==> src/rtl/fetp_pkg.sv <==
`timescale 1ns / 1ps
`default_nettype none

package fetp_pkg;

  // Count fields are 13 bits wide throughout
  typedef logic [12:0] cnt_t;

  // Double constants
  localparam logic [63:0] ONE_BITS = 64'h3FF0000000000000;
  localparam logic [63:0] EPS_BITS = 64'h3C9CD2B297D889BC;  // 1e-16
  localparam logic [63:0] NAN_BITS = 64'hFFF8000000000000;
  localparam logic [63:0] INF_BITS = 64'h7FF0000000000000;

  // Arithmetic unit operations: double times count, double over count, add, subtract
  typedef enum logic [1:0] {
    FOP_MUL,
    FOP_DIV,
    FOP_ADD,
    FOP_SUB
  } fop_e;

  // Configuration register indexes
  typedef enum logic [1:0] {
    REG_TOTAL,
    REG_FLAGGED,
    REG_MODE
  } reg_e;

  // Arithmetic unit states
  typedef enum logic [2:0] {
    F_IDLE,
    F_MUL,
    F_DIV,
    F_ALIGN,
    F_ADD,
    F_NORM,
    F_ROUND,
    F_OUT
  } fstate_e;

  // Sequencer states
  typedef enum logic [3:0] {
    S_IDLE,
    S_TP_START,
    S_TP_ISSUE,
    S_TP_WAIT,
    S_AFTER_TP,
    S_CMP_WAIT,
    S_ADD_ISSUE,
    S_ADD_WAIT,
    S_NEXT,
    S_DONE
  } sstate_e;

  // What the current table probability is for
  typedef enum logic [2:0] {
    PH_P0,
    PH_LOW,
    PH_HIGH,
    PH_UP,
    PH_MIN
  } phase_e;

  typedef struct packed {
    logic        valid;
    fop_e        op;
    logic [63:0] a;
    logic [63:0] b;
    cnt_t        k;
  } freq_t;

  typedef struct packed {
    logic        done;
    logic [63:0] res;
  } frsp_t;

  typedef struct packed {
    cnt_t total;
    cnt_t flagged;
    logic mode;
  } cfg_t;

  // Significand with hidden bit
  function automatic logic [52:0] sig_of(logic [63:0] d);
    return {d[62:52] != 11'd0, d[51:0]};
  endfunction

  // Biased exponent, subnormals taken as exponent one
  function automatic logic signed [15:0] bexp_of(logic [63:0] d);
    return (d[62:52] == 11'd0) ? 16'sd1 : $signed({5'b0, d[62:52]});
  endfunction

endpackage

`default_nettype wire

==> src/rtl/fetp_cfg.sv <==
`timescale 1ns / 1ps
`default_nettype none

module fetp_cfg (
  input  wire logic           clk_i,
  input  wire logic           rst_ni,
  input  wire logic           psel,
  input  wire logic           penable,
  input  wire logic           pwrite,
  input  wire logic [3:0]     paddr,
  input  wire logic [31:0]    pwdata,
  output logic [31:0]         prdata,
  output logic                pready,
  output fetp_pkg::cfg_t      cfg_o
);
  import fetp_pkg::*;

  cfg_t cfg_q, cfg_d;
  reg_e idx;
  logic wr;

  assign idx    = reg_e'(paddr[3:2]);
  assign wr     = psel && penable && pwrite;
  assign pready = 1'b1;
  assign cfg_o  = cfg_q;

  // Decode register writes
  always_comb begin
    cfg_d = cfg_q;
    if (wr) begin
      case (idx)
        REG_TOTAL:   cfg_d.total   = pwdata[12:0];
        REG_FLAGGED: cfg_d.flagged = pwdata[12:0];
        REG_MODE:    cfg_d.mode    = pwdata[0];
        default:     cfg_d = cfg_q;
      endcase
    end
  end

  always_ff @(posedge clk_i or negedge rst_ni) begin
    if (!rst_ni) begin
      cfg_q.total   <= 13'd1;
      cfg_q.flagged <= 13'd1;
      cfg_q.mode    <= 1'b0;
    end else begin
      cfg_q <= cfg_d;
    end
  end

  // Read back
  always_comb begin
    case (idx)
      REG_TOTAL:   prdata = {19'b0, cfg_q.total};
      REG_FLAGGED: prdata = {19'b0, cfg_q.flagged};
      REG_MODE:    prdata = {31'b0, cfg_q.mode};
      default:     prdata = 32'b0;
    endcase
  end

endmodule

`default_nettype wire

==> src/rtl/fetp_fpu.sv <==
`timescale 1ns / 1ps
`default_nettype none

module fetp_fpu (
  input  wire logic            clk_i,
  input  wire logic            rst_ni,
  input  wire fetp_pkg::freq_t req_i,
  output fetp_pkg::frsp_t      rsp_o
);
  import fetp_pkg::*;

  // Working value is m / 2^79 * 2^(be - 1023), sticky below bit 0
  fstate_e            state_q, state_d;
  logic [79:0]        m_q, m_d, sm_q, sm_d;
  logic signed [15:0] be_q, be_d;
  logic               sign_q, sign_d, st_q, st_d, sub_q, sub_d;
  logic [6:0]         cnt_q, cnt_d;
  logic [12:0]        rem_q, rem_d, k_q, k_d;
  logic [63:0]        res_q, res_d;

  logic [52:0]        sig_a, sig_b, sig_big, sig_sml;
  logic signed [15:0] be_a, be_b, be_big, be_sml, diff;
  logic               a_inf, b_inf, swap;
  logic [65:0]        prod;
  logic [13:0]        r2;
  logic               ge;
  logic [80:0]        r81;
  logic [52:0]        mant, mant2;
  logic [53:0]        sum54;
  logic               grd, stk, inc;
  logic signed [15:0] be2;

  assign sig_a   = sig_of(req_i.a);
  assign sig_b   = sig_of(req_i.b);
  assign be_a    = bexp_of(req_i.a);
  assign be_b    = bexp_of(req_i.b);
  assign a_inf   = req_i.a[62:52] == 11'h7FF;
  assign b_inf   = req_i.b[62:52] == 11'h7FF;
  assign swap    = req_i.b[62:0] > req_i.a[62:0];
  assign sig_big = swap ? sig_b : sig_a;
  assign sig_sml = swap ? sig_a : sig_b;
  assign be_big  = swap ? be_b : be_a;
  assign be_sml  = swap ? be_a : be_b;
  assign diff    = be_big - be_sml;

  assign prod = m_q[52:0] * k_q;
  assign r2   = {rem_q, sm_q[79]};
  assign ge   = r2 >= {1'b0, k_q};
  assign r81  = sub_q ? ({1'b0, m_q} - {1'b0, sm_q}) : ({1'b0, m_q} + {1'b0, sm_q});

  // Round to nearest even on the top 53 bits
  assign mant  = m_q[79:27];
  assign grd   = m_q[26];
  assign stk   = (|m_q[25:0]) | st_q;
  assign inc   = grd & (stk | mant[0]);
  assign sum54 = {1'b0, mant} + {53'b0, inc};
  assign mant2 = sum54[53] ? sum54[53:1] : sum54[52:0];
  assign be2   = be_q + (sum54[53] ? 16'sd1 : 16'sd0);

  assign rsp_o.done = state_q == F_OUT;
  assign rsp_o.res  = res_q;

  always_comb begin
    state_d = state_q;
    m_d     = m_q;
    sm_d    = sm_q;
    be_d    = be_q;
    sign_d  = sign_q;
    st_d    = st_q;
    sub_d   = sub_q;
    cnt_d   = cnt_q;
    rem_d   = rem_q;
    k_d     = k_q;
    res_d   = res_q;
    case (state_q)
      // Unpack operands and pick the path
      F_IDLE: begin
        if (req_i.valid) begin
          sign_d = 1'b0;
          st_d   = 1'b0;
          k_d    = req_i.k;
          case (req_i.op)
            FOP_MUL: begin
              if (a_inf) begin
                res_d   = req_i.a;
                state_d = F_OUT;
              end else begin
                m_d     = {27'b0, sig_a};
                be_d    = be_a + 16'sd13;
                state_d = F_MUL;
              end
            end
            FOP_DIV: begin
              if (a_inf) begin
                res_d   = req_i.a;
                state_d = F_OUT;
              end else begin
                sm_d    = {sig_a, 27'b0};
                m_d     = 80'b0;
                rem_d   = 13'b0;
                cnt_d   = 7'd80;
                be_d    = be_a;
                state_d = F_DIV;
              end
            end
            default: begin
              sub_d = req_i.op == FOP_SUB;
              if (a_inf || b_inf) begin
                if ((req_i.op == FOP_SUB) && a_inf && b_inf) begin
                  res_d = NAN_BITS;
                end else if ((req_i.op == FOP_SUB) && b_inf) begin
                  res_d = {1'b1, INF_BITS[62:0]};
                end else begin
                  res_d = INF_BITS;
                end
                state_d = F_OUT;
              end else begin
                m_d     = {sig_big, 27'b0};
                sm_d    = {sig_sml, 27'b0};
                cnt_d   = (diff > 16'sd81) ? 7'd81 : diff[6:0];
                be_d    = be_big;
                sign_d  = (req_i.op == FOP_SUB) && swap;
                state_d = F_ALIGN;
              end
            end
          endcase
        end
      end
      // Scale significand by the count
      F_MUL: begin
        m_d     = {prod, 14'b0};
        state_d = F_NORM;
      end
      // One quotient bit per cycle
      F_DIV: begin
        rem_d = ge ? 13'(r2 - {1'b0, k_q}) : r2[12:0];
        m_d   = {m_q[78:0], ge};
        sm_d  = {sm_q[78:0], 1'b0};
        cnt_d = cnt_q - 7'd1;
        if (cnt_q == 7'd1) begin
          st_d    = rem_d != 13'b0;
          state_d = F_NORM;
        end
      end
      // Shift smaller operand right, jam lost bits into bit 0
      F_ALIGN: begin
        if (cnt_q == 7'd0) begin
          state_d = F_ADD;
        end else begin
          sm_d  = {1'b0, sm_q[79:1]} | {79'b0, sm_q[0]};
          cnt_d = cnt_q - 7'd1;
        end
      end
      F_ADD: begin
        if (r81[80]) begin
          m_d  = r81[80:1] | {79'b0, r81[0]};
          be_d = be_q + 16'sd1;
        end else begin
          m_d = r81[79:0];
        end
        state_d = F_NORM;
      end
      // Normalize one bit per cycle, denormalize below the minimum exponent
      F_NORM: begin
        if ((m_q == 80'b0) && !st_q) begin
          res_d   = 64'b0;
          state_d = F_OUT;
        end else if (be_q < 16'sd1) begin
          m_d  = {1'b0, m_q[79:1]};
          st_d = st_q | m_q[0];
          be_d = be_q + 16'sd1;
        end else if (!m_q[79] && (be_q > 16'sd1)) begin
          m_d  = {m_q[78:0], 1'b0};
          be_d = be_q - 16'sd1;
        end else begin
          state_d = F_ROUND;
        end
      end
      // Round and pack
      F_ROUND: begin
        if (be2 >= 16'sd2047) begin
          res_d = {sign_q, INF_BITS[62:0]};
        end else begin
          res_d = {sign_q, (mant2[52] ? be2[10:0] : 11'd0), mant2[51:0]};
        end
        state_d = F_OUT;
      end
      F_OUT: state_d = F_IDLE;
      default: state_d = F_IDLE;
    endcase
  end

  always_ff @(posedge clk_i or negedge rst_ni) begin
    if (!rst_ni) begin
      state_q <= F_IDLE;
    end else begin
      state_q <= state_d;
    end
  end

  always_ff @(posedge clk_i) begin
    m_q    <= m_d;
    sm_q   <= sm_d;
    be_q   <= be_d;
    sign_q <= sign_d;
    st_q   <= st_d;
    sub_q  <= sub_d;
    cnt_q  <= cnt_d;
    rem_q  <= rem_d;
    k_q    <= k_d;
    res_q  <= res_d;
  end

endmodule

`default_nettype wire

==> src/rtl/fisher_exact_test_pvalue_unit.sv <==
`timescale 1ns / 1ps
`default_nettype none

// Channel   | Ports                                         | Handshake
// ----------+-----------------------------------------------+------------------------------
// request   | func_i, support_count_i, hit_count_i          | start high, busy low
// result    | p_value_bits_o, score_o, range_error_o        | done_o, one cycle
// config    | psel, penable, pwrite, paddr, pwdata, prdata  | APB, pready always high
//
// One transaction runs on one shared double unit (multiply or divide by a count,
// add, subtract) under the sequencer below. A table probability costs 4*x unit
// operations. A request sums up to min(x, n1) + 1 tables; each hit count beyond
// the support adds an empty table; a minimum request takes one table.
// Reset clears control and the registers to total 1, flagged 1, two-sided.
// busy stays high until the result strobe; the receiver cannot stall.

module fisher_exact_test_pvalue_unit (
  input  wire logic        clk_i,
  input  wire logic        rst_ni,
  input  wire logic        start,
  output logic             busy,
  input  wire logic        func_i,
  input  wire logic [12:0] support_count_i,
  input  wire logic [12:0] hit_count_i,
  output logic             done_o,
  output logic [63:0]      p_value_bits_o,
  output logic [12:0]      score_o,
  output logic             range_error_o,
  input  wire logic        psel,
  input  wire logic        penable,
  input  wire logic        pwrite,
  input  wire logic [3:0]  paddr,
  input  wire logic [31:0] pwdata,
  output logic [31:0]      prdata,
  output logic             pready
);
  import fetp_pkg::*;

  cfg_t        cfg;
  freq_t       freq;
  frsp_t       frsp;

  sstate_e     state_q, state_d;
  phase_e      ph_q, ph_d;
  cnt_t        x_q, x_d, hit_q, hit_d, i_q, i_d;
  logic [13:0] k_q, k_d;
  logic        func_q, func_d, err_q, err_d, seg_q, seg_d;
  logic [1:0]  op_q, op_d;
  logic [63:0] p_q, p_d, p0_q, p0_d, pk_q, pk_d;

  cnt_t        n, n1, n0, top, b13, k13, limit, opnd;
  logic [13:0] bdiff;
  logic        invalid, gt, res_nan;

  fetp_cfg u_cfg (
    .clk_i  (clk_i),
    .rst_ni (rst_ni),
    .psel   (psel),
    .penable(penable),
    .pwrite (pwrite),
    .paddr  (paddr),
    .pwdata (pwdata),
    .prdata (prdata),
    .pready (pready),
    .cfg_o  (cfg)
  );

  fetp_fpu u_fpu (
    .clk_i (clk_i),
    .rst_ni(rst_ni),
    .req_i (freq),
    .rsp_o (frsp)
  );

  // Group sizes, flagged saturated to total
  assign n   = cfg.total;
  assign n1  = (cfg.flagged > cfg.total) ? cfg.total : cfg.flagged;
  assign n0  = n - n1;
  assign top = (x_q < n1) ? x_q : n1;

  // Current table (x, k)
  assign k13     = k_q[12:0];
  assign bdiff   = {1'b0, x_q} - k_q;
  assign b13     = bdiff[12:0];
  assign invalid = (k_q > {1'b0, x_q}) || (k_q > {1'b0, n1}) || (b13 > n0) || (x_q > n);
  assign limit   = seg_q ? b13 : k13;

  // Count operand of the next product step
  always_comb begin
    case ({seg_q, op_q})
      3'b000:  opnd = n1 - i_q;
      3'b001:  opnd = k13 - i_q;
      3'b010:  opnd = x_q - i_q;
      3'b011:  opnd = n - i_q;
      3'b100:  opnd = n0 - i_q;
      3'b101:  opnd = b13 - i_q;
      3'b110:  opnd = b13 - i_q;
      default: opnd = n - k13 - i_q;
    endcase
  end

  // Difference exceeds 1e-16
  assign res_nan = (frsp.res[62:52] == 11'h7FF) && (frsp.res[51:0] != 52'b0);
  assign gt      = !frsp.res[63] && !res_nan && (frsp.res[62:0] > EPS_BITS[62:0]);

  assign busy           = state_q != S_IDLE;
  assign done_o         = state_q == S_DONE;
  assign p_value_bits_o = p_q;
  assign score_o        = func_q ? 13'b0 : hit_q;
  assign range_error_o  = err_q;

  always_comb begin
    state_d    = state_q;
    ph_d       = ph_q;
    x_d        = x_q;
    hit_d      = hit_q;
    i_d        = i_q;
    k_d        = k_q;
    func_d     = func_q;
    err_d      = err_q;
    seg_d      = seg_q;
    op_d       = op_q;
    p_d        = p_q;
    p0_d       = p0_q;
    pk_d       = pk_q;
    freq.valid = 1'b0;
    freq.op    = (op_q[0]) ? FOP_DIV : FOP_MUL;
    freq.a     = pk_q;
    freq.b     = p0_q;
    freq.k     = opnd;
    case (state_q)
      // Take a transaction
      S_IDLE: begin
        if (start) begin
          x_d    = support_count_i;
          hit_d  = hit_count_i;
          func_d = func_i;
          err_d  = 1'b0;
          if (func_i) begin
            ph_d = PH_MIN;
            if (support_count_i <= n1) begin
              k_d     = {1'b0, support_count_i};
              state_d = S_TP_START;
            end else if (support_count_i <= n0) begin
              k_d     = {1'b0, n1};
              state_d = S_TP_START;
            end else begin
              err_d   = 1'b1;
              p_d     = 64'b0;
              state_d = S_DONE;
            end
          end else begin
            ph_d    = PH_P0;
            k_d     = {1'b0, hit_count_i};
            state_d = S_TP_START;
          end
        end
      end
      // Start a table probability
      S_TP_START: begin
        if (invalid) begin
          pk_d    = 64'b0;
          state_d = S_AFTER_TP;
        end else begin
          pk_d    = ONE_BITS;
          i_d     = 13'b0;
          seg_d   = 1'b0;
          op_d    = 2'd0;
          state_d = S_TP_ISSUE;
        end
      end
      // Issue the next product step or close the loop
      S_TP_ISSUE: begin
        if (i_q == limit) begin
          if (!seg_q) begin
            seg_d = 1'b1;
            i_d   = 13'b0;
          end else begin
            state_d = S_AFTER_TP;
          end
        end else begin
          freq.valid = 1'b1;
          state_d    = S_TP_WAIT;
        end
      end
      S_TP_WAIT: begin
        if (frsp.done) begin
          pk_d = frsp.res;
          op_d = op_q + 2'd1;
          if (op_q == 2'd3) begin
            i_d = i_q + 13'd1;
          end
          state_d = S_TP_ISSUE;
        end
      end
      // Use the finished probability
      S_AFTER_TP: begin
        case (ph_q)
          PH_P0: begin
            p0_d = pk_q;
            p_d  = pk_q;
            if (cfg.mode) begin
              k_d  = {1'b0, hit_q} + 14'd1;
              ph_d = PH_UP;
            end else begin
              k_d  = 14'd0;
              ph_d = PH_LOW;
            end
            state_d = S_NEXT;
          end
          PH_MIN: begin
            p_d     = pk_q;
            state_d = S_DONE;
          end
          PH_UP: state_d = S_ADD_ISSUE;
          default: begin
            freq.valid = 1'b1;
            freq.op    = FOP_SUB;
            freq.a     = pk_q;
            freq.b     = p0_q;
            state_d    = S_CMP_WAIT;
          end
        endcase
      end
      // Stop a tail walk once a table is clearly more likely
      S_CMP_WAIT: begin
        if (frsp.done) begin
          if (gt) begin
            if (ph_q == PH_LOW) begin
              k_d     = {1'b0, top};
              ph_d    = PH_HIGH;
              state_d = S_NEXT;
            end else begin
              state_d = S_DONE;
            end
          end else begin
            state_d = S_ADD_ISSUE;
          end
        end
      end
      S_ADD_ISSUE: begin
        freq.valid = 1'b1;
        freq.op    = FOP_ADD;
        freq.a     = p_q;
        freq.b     = pk_q;
        state_d    = S_ADD_WAIT;
      end
      // Accumulate and step k
      S_ADD_WAIT: begin
        if (frsp.done) begin
          p_d     = frsp.res;
          k_d     = (ph_q == PH_HIGH) ? (k_q - 14'd1) : (k_q + 14'd1);
          state_d = S_NEXT;
        end
      end
      // Pick the next table or finish
      S_NEXT: begin
        case (ph_q)
          PH_LOW: begin
            if (k_q < {1'b0, hit_q}) begin
              state_d = S_TP_START;
            end else begin
              k_d  = {1'b0, top};
              ph_d = PH_HIGH;
            end
          end
          PH_HIGH: state_d = (k_q > {1'b0, hit_q}) ? S_TP_START : S_DONE;
          PH_UP:   state_d = (k_q <= {1'b0, top}) ? S_TP_START : S_DONE;
          default: state_d = S_DONE;
        endcase
      end
      S_DONE: state_d = S_IDLE;
      default: state_d = S_IDLE;
    endcase
  end

  always_ff @(posedge clk_i or negedge rst_ni) begin
    if (!rst_ni) begin
      state_q <= S_IDLE;
    end else begin
      state_q <= state_d;
    end
  end

  always_ff @(posedge clk_i) begin
    ph_q   <= ph_d;
    x_q    <= x_d;
    hit_q  <= hit_d;
    i_q    <= i_d;
    k_q    <= k_d;
    func_q <= func_d;
    err_q  <= err_d;
    seg_q  <= seg_d;
    op_q   <= op_d;
    p_q    <= p_d;
    p0_q   <= p0_d;
    pk_q   <= pk_d;
  end

endmodule

`default_nettype wire

==> config.mk <==
export PLATFORM = sky130hd
export DESIGN_NAME = fisher_exact_test_pvalue_unit
export DESIGN_NICKNAME = d
export VERILOG_FILES = /design/src/rtl/fetp_pkg.sv /design/src/rtl/fetp_cfg.sv /design/src/rtl/fetp_fpu.sv /design/src/rtl/fisher_exact_test_pvalue_unit.sv
export SDC_FILE = /design/constraint.sdc
export NUM_CORES = 2
export LEC_CHECK = 0
export ABC_AREA = 1
export BUFFER_PORTS_ARGS = -buffer_cell sky130_fd_sc_hd__buf_2
export CORE_MARGIN = 1
export CORE_UTILIZATION = 35
export CTS_CLUSTER_DIAMETER = 60
export CTS_CLUSTER_SIZE = 40
export DETAILED_ROUTE_END_ITERATION = 7
export HOLD_SLACK_MARGIN = 0.08
export PLACE_DENSITY = 0.56
export SKIP_CTS_REPAIR_TIMING = 1
export SYNTH_ARGS = -nofsm -noshare
export SYNTH_HDL_FRONTEND = slang
export SYNTH_SLANG_ARGS = --single-unit
==> constraint.sdc <==
create_clock -name clk_i -period 10.5 [get_ports clk_i]
set_input_delay 2.1 -clock clk_i [delete_from_list [all_inputs] [get_ports clk_i]]
set_output_delay 2.1 -clock clk_i [all_outputs]
set_load 0.01 [all_outputs]
Word-level counts from Yosys, hierarchy flattened:

Index checks and enable logic that the tools add are counted.

* $add $sub $neg: 25
* multipliers: 1
* div/mod/pow operators: 0
* magnitude comparators: 18
* equality and inequality tests: 76
* shifts and indexed selects: 0
* muxes and demuxes: 148
* bitwise gates (word level): 8
* reduce and logical (&&, ||, !) cells: 76

Operator list (number)
* two-way mux 80 bit: 12
* two-way mux 64 bit: 13
* one-hot mux 80 bit (5 select lines): 1
* one-hot mux 64 bit (3 select lines): 2
* one-hot mux 80 bit (2 select lines): 2
* one-hot mux 130 bit (2 select lines): 1
* one-hot mux 80 bit (3 select lines): 1
* two-way mux 14 bit: 13
* two-way mux 13 bit: 13
* two-way mux 16 bit: 10
* two-way mux 53 bit: 3
* subtractor 13 bit: 11
* two-way mux 131 bit: 1
* one-hot mux 64 bit (2 select lines): 1
* adder 80 x 80 -> 81 bit: 1
* two-way mux 81 bit: 1
* subtractor 80 x 80 -> 81 bit: 1
* zero test 80 bit: 1
* bitwise OR 80 x 1 -> 80 bit: 1
* bitwise OR 79 x 1 -> 79 bit: 1
* one-hot mux 13 bit (3 select lines): 2
* one-hot mux 13 bit (6 select lines): 1
* one-hot mux 14 bit (5 select lines): 1
* multiplier 53 x 13 -> 66 bit: 1
* other kinds (93): 257

* bits in registers: 563
* latch bits: 0
* memory bits (writable): 0
* bits in read-only memories: 0
* bits of input ports: 69
* output and inout bits: 113
* memories: 0

Longest topological paths before layout:

* depth in word-level cells: 14
* mapped depth: 47

Modules after synthesis:

From an unflattened synthesis, not the netlist that was laid out.

* cells, all modules: 11517
* area, all modules: 78367.7 um^2

By module, submodules not included
* fetp_fpu: instances 1, cells an instance 8775, area an instance 56899.6 um^2, seq. area each 8363.0 um^2
* fisher_exact_test_pvalue_unit: instances 1, cells an instance 2550, area an instance 20020.5 um^2, seq. area each 7697.4 um^2
* fetp_cfg: instances 1, cells an instance 192, area an instance 1447.6 um^2, seq. area each 678.2 um^2

Least setup slack after synthesis:

Ideal clock, no wire load.

* kind: register to register
* start point: register u_cfg.cfg_q (netlist bit u_cfg.cfg_o[15])
* end point: register p_q[0] (netlist: p_value_bits_o[0]) (enable)
* setup time: 0.565 ns
* arrival: 8.945 ns
* data required time: 9.935 ns
* slack: 0.990 ns
* cell stages (with the launch flop): 28
* path buffers: 1
* cells stage by stage: dfrtp_1 > inv_1 > ha_1 > nand2_1 > o31ai_1 > nand2_1 > nand2_1 > nand2_1 > clkbuf_1 > o21ai_0 > ha_1 > a21oi_1 > o21ai_0 > a21oi_1 > o21ai_0 > a21o_1 > a21oi_1 > or2_2 > nand2_1 > ha_1 > nand2_1 > nor2_1 > nand4_1 > o211ai_1 > o31ai_1 > nor3_1 > nor2_1 > nor3_1

* cells in the longest elaborated chain, start to end: 6
* elaborated cells on any way between the ends: 8
* those cells by class: 1 x add/sub; 3 x order compare; 2 x eq/ne; 1 x mux; 1 x reduce/logical

RTL lines
* from (decl): RTL line fetp_cfg.sv:18 `cfg_t cfg_q, cfg_d;`
* from (signal assigned): RTL line fetp_cfg.sv:46 `cfg_q <= cfg_d;`
* > comparator 13 bit: RTL line fisher_exact_test_pvalue_unit.sv:77 `assign n1 = (cfg.flagged > cfg.total) ? cfg.total : cfg.flagged;`
* two-way mux 13 bit: RTL line fisher_exact_test_pvalue_unit.sv:77
* subtractor 13 bit: RTL line fisher_exact_test_pvalue_unit.sv:78 `assign n0 = n - n1;`
* less-or-equal comparator 13 bit: RTL line fisher_exact_test_pvalue_unit.sv:144 `end else if (support_count_i <= n0) begin`
* inequality test 2 bit (no line)
* AND reduction 7 bit (no line) (*)
* to (signal assigned): RTL line fisher_exact_test_pvalue_unit.sv:295 `p_q <= p_d;`
* to (decl): RTL line fisher_exact_test_pvalue_unit.sv:49 `logic [63:0] p_q, p_d, p0_q, p0_d, pk_q, pk_d;`

Mark *: on every way between the ends. The rest lies on a longest branch, timed or not.
A chain may end at the register's enable or synchronous reset.

Worst setup path after layout:

* start point: register state_q[1]
* end point: register u_fpu.cnt_q[0], data pin

* cells in the longest elaborated chain, start to end: 12
* elaborated cells on any way between the ends: 19
* those cells by class: 1 x add/sub; 2 x order compare; 3 x eq/ne; 10 x mux; 3 x reduce/logical

RTL lines
* from (decl): RTL line fisher_exact_test_pvalue_unit.sv:43 `sstate_e state_q, state_d;`
* from (signal assigned): RTL line fisher_exact_test_pvalue_unit.sv:281 `state_q <= state_d;`
* equality test 4 x 3 -> 1 bit: RTL line fisher_exact_test_pvalue_unit.sv:131 `case (state_q)`
* one-hot mux 130 bit (2 select lines) (*): RTL line fisher_exact_test_pvalue_unit.sv:131
* parallel branches: the longest is 7 deep, another holds > comparator 63 bit
* one-hot mux 7 bit (2 select lines) (*): RTL line fetp_fpu.sv:82 `case (req_i.op)`
* two-way mux 7 bit (*): RTL line fetp_fpu.sv:78 `if (req_i.valid) begin`
* one-hot mux 7 bit (3 select lines) (*): RTL line fetp_fpu.sv:75 `case (state_q)`
* via u_fpu.cnt_d[0]: RTL line fetp_fpu.sv:17 `logic [6:0] cnt_q, cnt_d;`
* to (signal assigned): RTL line fetp_fpu.sv:208 `cnt_q <= cnt_d;`
* to (decl): RTL line fetp_fpu.sv:17

Mark *: on every way through the listed nets, which the timed path passes. The select of a mux whose other input is x is not followed.

==> metrics <==
Post-route DRC=0; Post-synth EDFFs=528; first-pass GRT wire length=455000 µm; Reg clk slew, reported paths=0.08 ns; Buffers on Ports=140; CTS tree=built; largest cells by area after synthesis=edfxtp_1 (22%), fa_1 (16%), nand2_1 (11%); Hold Slack=0.446 ns; endpoints failing setup=0; proportion of layout cells with a drive suffix above 1=5.20%; worst endpoint data arrival time=8.93 ns; Setup TNS Final=0 ns; Rows=165; Overflow after GRT=0; mapped cell area=0.0716 mm²; chip width=454 µm; status=complete, no violations; WL per Instance=25.3 µm; area grow syn2layout=8.33%; Clock Skew=0.0430 ns; prevailing post-synth register cell=edfxtp_1; DR vias/cell=5.58; CTS Sinks=562; sequential area share after synthesis=23.3%; placer congestion estimate=1.04; cell mode on critical path=nand2_1; post-synth top area cell=edfxtp_1; crit-path leading delay family=simple AND/OR/NAND/NOR gates; largest net degree at the start of global routing=98; global-route usage over all layers=29.9%; die area=0.206 mm²; Initial Util=35.3%; Max Buffers Root-to-Sink=3; Worst R2R Path Depth=38; Die Ht=454 µm; buffer and inverter count on the worst path=7; starting DRC count in detailed routing=7440; WS Path Type=flip-flop to flip-flop; routed vias=68900; Synth warnings=0; Yosys cell types=71; CP max-delay cell=inv_6; FF+latch count, synth=562; CP peak stage delay=0.55 ns; Synth Instances=9658; Crit. End Element=flip-flop; DR pass1 iterations=7; WHS Path Cells=0; synthesized area per cell=7.41 µm²; final worst-path cycle share=80.7%; Max-Slew Margin vs Limit=2.21%; Max Clock Freq=0.118 GHz; initial antenna violation count=21; final WL=313000 µm; Yosys top cell area share=22.2%; hold_sp=pk_q[23]; Post-synth ARST share=6.05%; hold worst-path end=p0_q[23]; Clock Latency Late Sink=0.71 ns; Nets=10700; vias in the first global route=66800; Hold Crit Class=flip-flop to flip-flop; Final Hold Vio Count=0; max-slew violation count=0; crit path max fanout=97; non-filler cells, final=12400; required time worst endpoint=10.95 ns; Detail Placement HPWL=254000 µm; placed cell count=12200; worst r2r dst=u_fpu.cnt_q[0]; I/O Pins=182; Post-synth top cells=nand2_1 (2033), inv_1 (1751), nor2_1 (806), a21oi_1 (663), o21ai_0 (608); number of buffers inserted during clock tree synthesis=70; DRT antenna net count=0; crit path time final=8.48 ns; H-tree levels=3; RSZ-0062 raised after global routing=false; Worst-Margin Slew=1.45 ns; core area=0.203 mm²; R2R setup slack=2.02 ns; nature of the critical path startpoint=flip-flop; worst r2r src=state_q[1]; max_cap viols=0; cell with the most instances after synthesis=nand2_1; Clock Tree Root=clkbuf_16
## cells by family after synthesis
family	count (synthesis)	share of synthesized area, %
AND/OR/NAND/NOR	3558	20.5
other	2	0.0105
AO/OA/AOI/OAI	1988	16.1
XOR/XNOR	297	3.63
adder cells (fa/ha/maj)	1058	24.6
buffers and inverters	2190	11.8
flip-flops	562	23.3
multiplexers	3	0.0420
## how the worst max path moves through the flow
stage	startpoint	end	depth (start not counted)	slack, ns
floorplan	u_cfg.cfg_o[15]	p_value_bits_o[0]	27	0.99
global placement	state_q[2]	u_fpu.cnt_q[0]	37	2.15
detailed placement	state_q[2]	u_fpu.cnt_q[0]	37	2.15
CTS	state_q[1]	u_fpu.cnt_q[0]	37	2.16
global route	state_q[1]	u_fpu.cnt_q[0]	37	1.39
finish	state_q[1]	u_fpu.cnt_q[0]	38	2.02
## metrics by stage
stage	area, µm²	util [%]	worst slack [ns]
3_5_place_dp	75100	37.0	2.15
5_1_grt	77500	38.2	1.39
3_3_place_gp	75100	37.0	2.15
6_report	77500	38.2	2.02
4_1_cts	77500	38.2	2.16
2_1_floorplan	71600	-	0.990
## sequential cells by signal (all words and copies together) (netlist names), 4 cells and up
| signal | flops |
|---|---|
| k_q | 14 |
| u_fpu.cnt_q | 7 |
| x_q | 13 |
| u_fpu.rem_q | 13 |
| hit_q | 13 |
| u_fpu.res_q | 64 |
| i_q | 13 |
| u_fpu.k_q | 13 |
| u_cfg.cfg_o | 27 |
| state_q | 4 |
| u_fpu.be_q | 16 |
| u_fpu.sm_q | 80 |
| p_value_bits_o | 64 |
| u_fpu.m_q | 80 |
| pk_q | 64 |
| p0_q | 63 |
## layout by cell type, fill, tap and decap left out, types with 59 or more instances in the layout
cell type | Yosys | layout
o211ai_1 | 64 | 64
a31oi_1 | 59 | 59
edfxtp_1 | 528 | 528
nor3_1 | 164 | 161
nand3_1 | 289 | 289
o221ai_1 | 83 | 83
nor2_1 | 806 | 800
nand2_1 | 2033 | 2031
inv_1 | 1751 | 1748
o21ai_1 | 111 | 113
ha_1 | 478 | 478
buf_4 | 28 | 136
a21oi_1 | 663 | 662
buf_2 | 46 | 140
clkbuf_16 | 0 | 71
fa_1 | 580 | 580
nor4_1 | 73 | 71
nand4_1 | 105 | 105
xor2_1 | 242 | 242
o22ai_1 | 137 | 137
o21ai_0 | 608 | 606
## final cells by class
type / instances / area (µm²)
Fill cell: 21300 / 125000
Multi-Input combinational cell: 6924 / 46600
Tap cell: 2672 / 3340
Timing Repair Buffer: 278 / 1760
Sequential cell: 562 / 16700
Antenna cell: 10 / 25.0
Clock inverter: 54 / 636
Clock buffer: 73 / 1780
Inverter: 1784 / 6700
## metal layers
| layer | track usage, % | vias to the layer above | wire (µm) |
|---|---|---|---|
| met5 | 0 | - | 106 |
| met4 | 13.6 | 14 | 15200 |
| met3 | 5.15 | 563 | 25300 |
| met2 | 46.4 | 2981 | 137000 |
| met1 | 40.6 | 33800 | 135000 |
| li1 | - | 31600 | - |
Power is left out: the tool's default activity adds up to more than one toggle a clock period on the data nets, which glitch-free logic cannot reach.
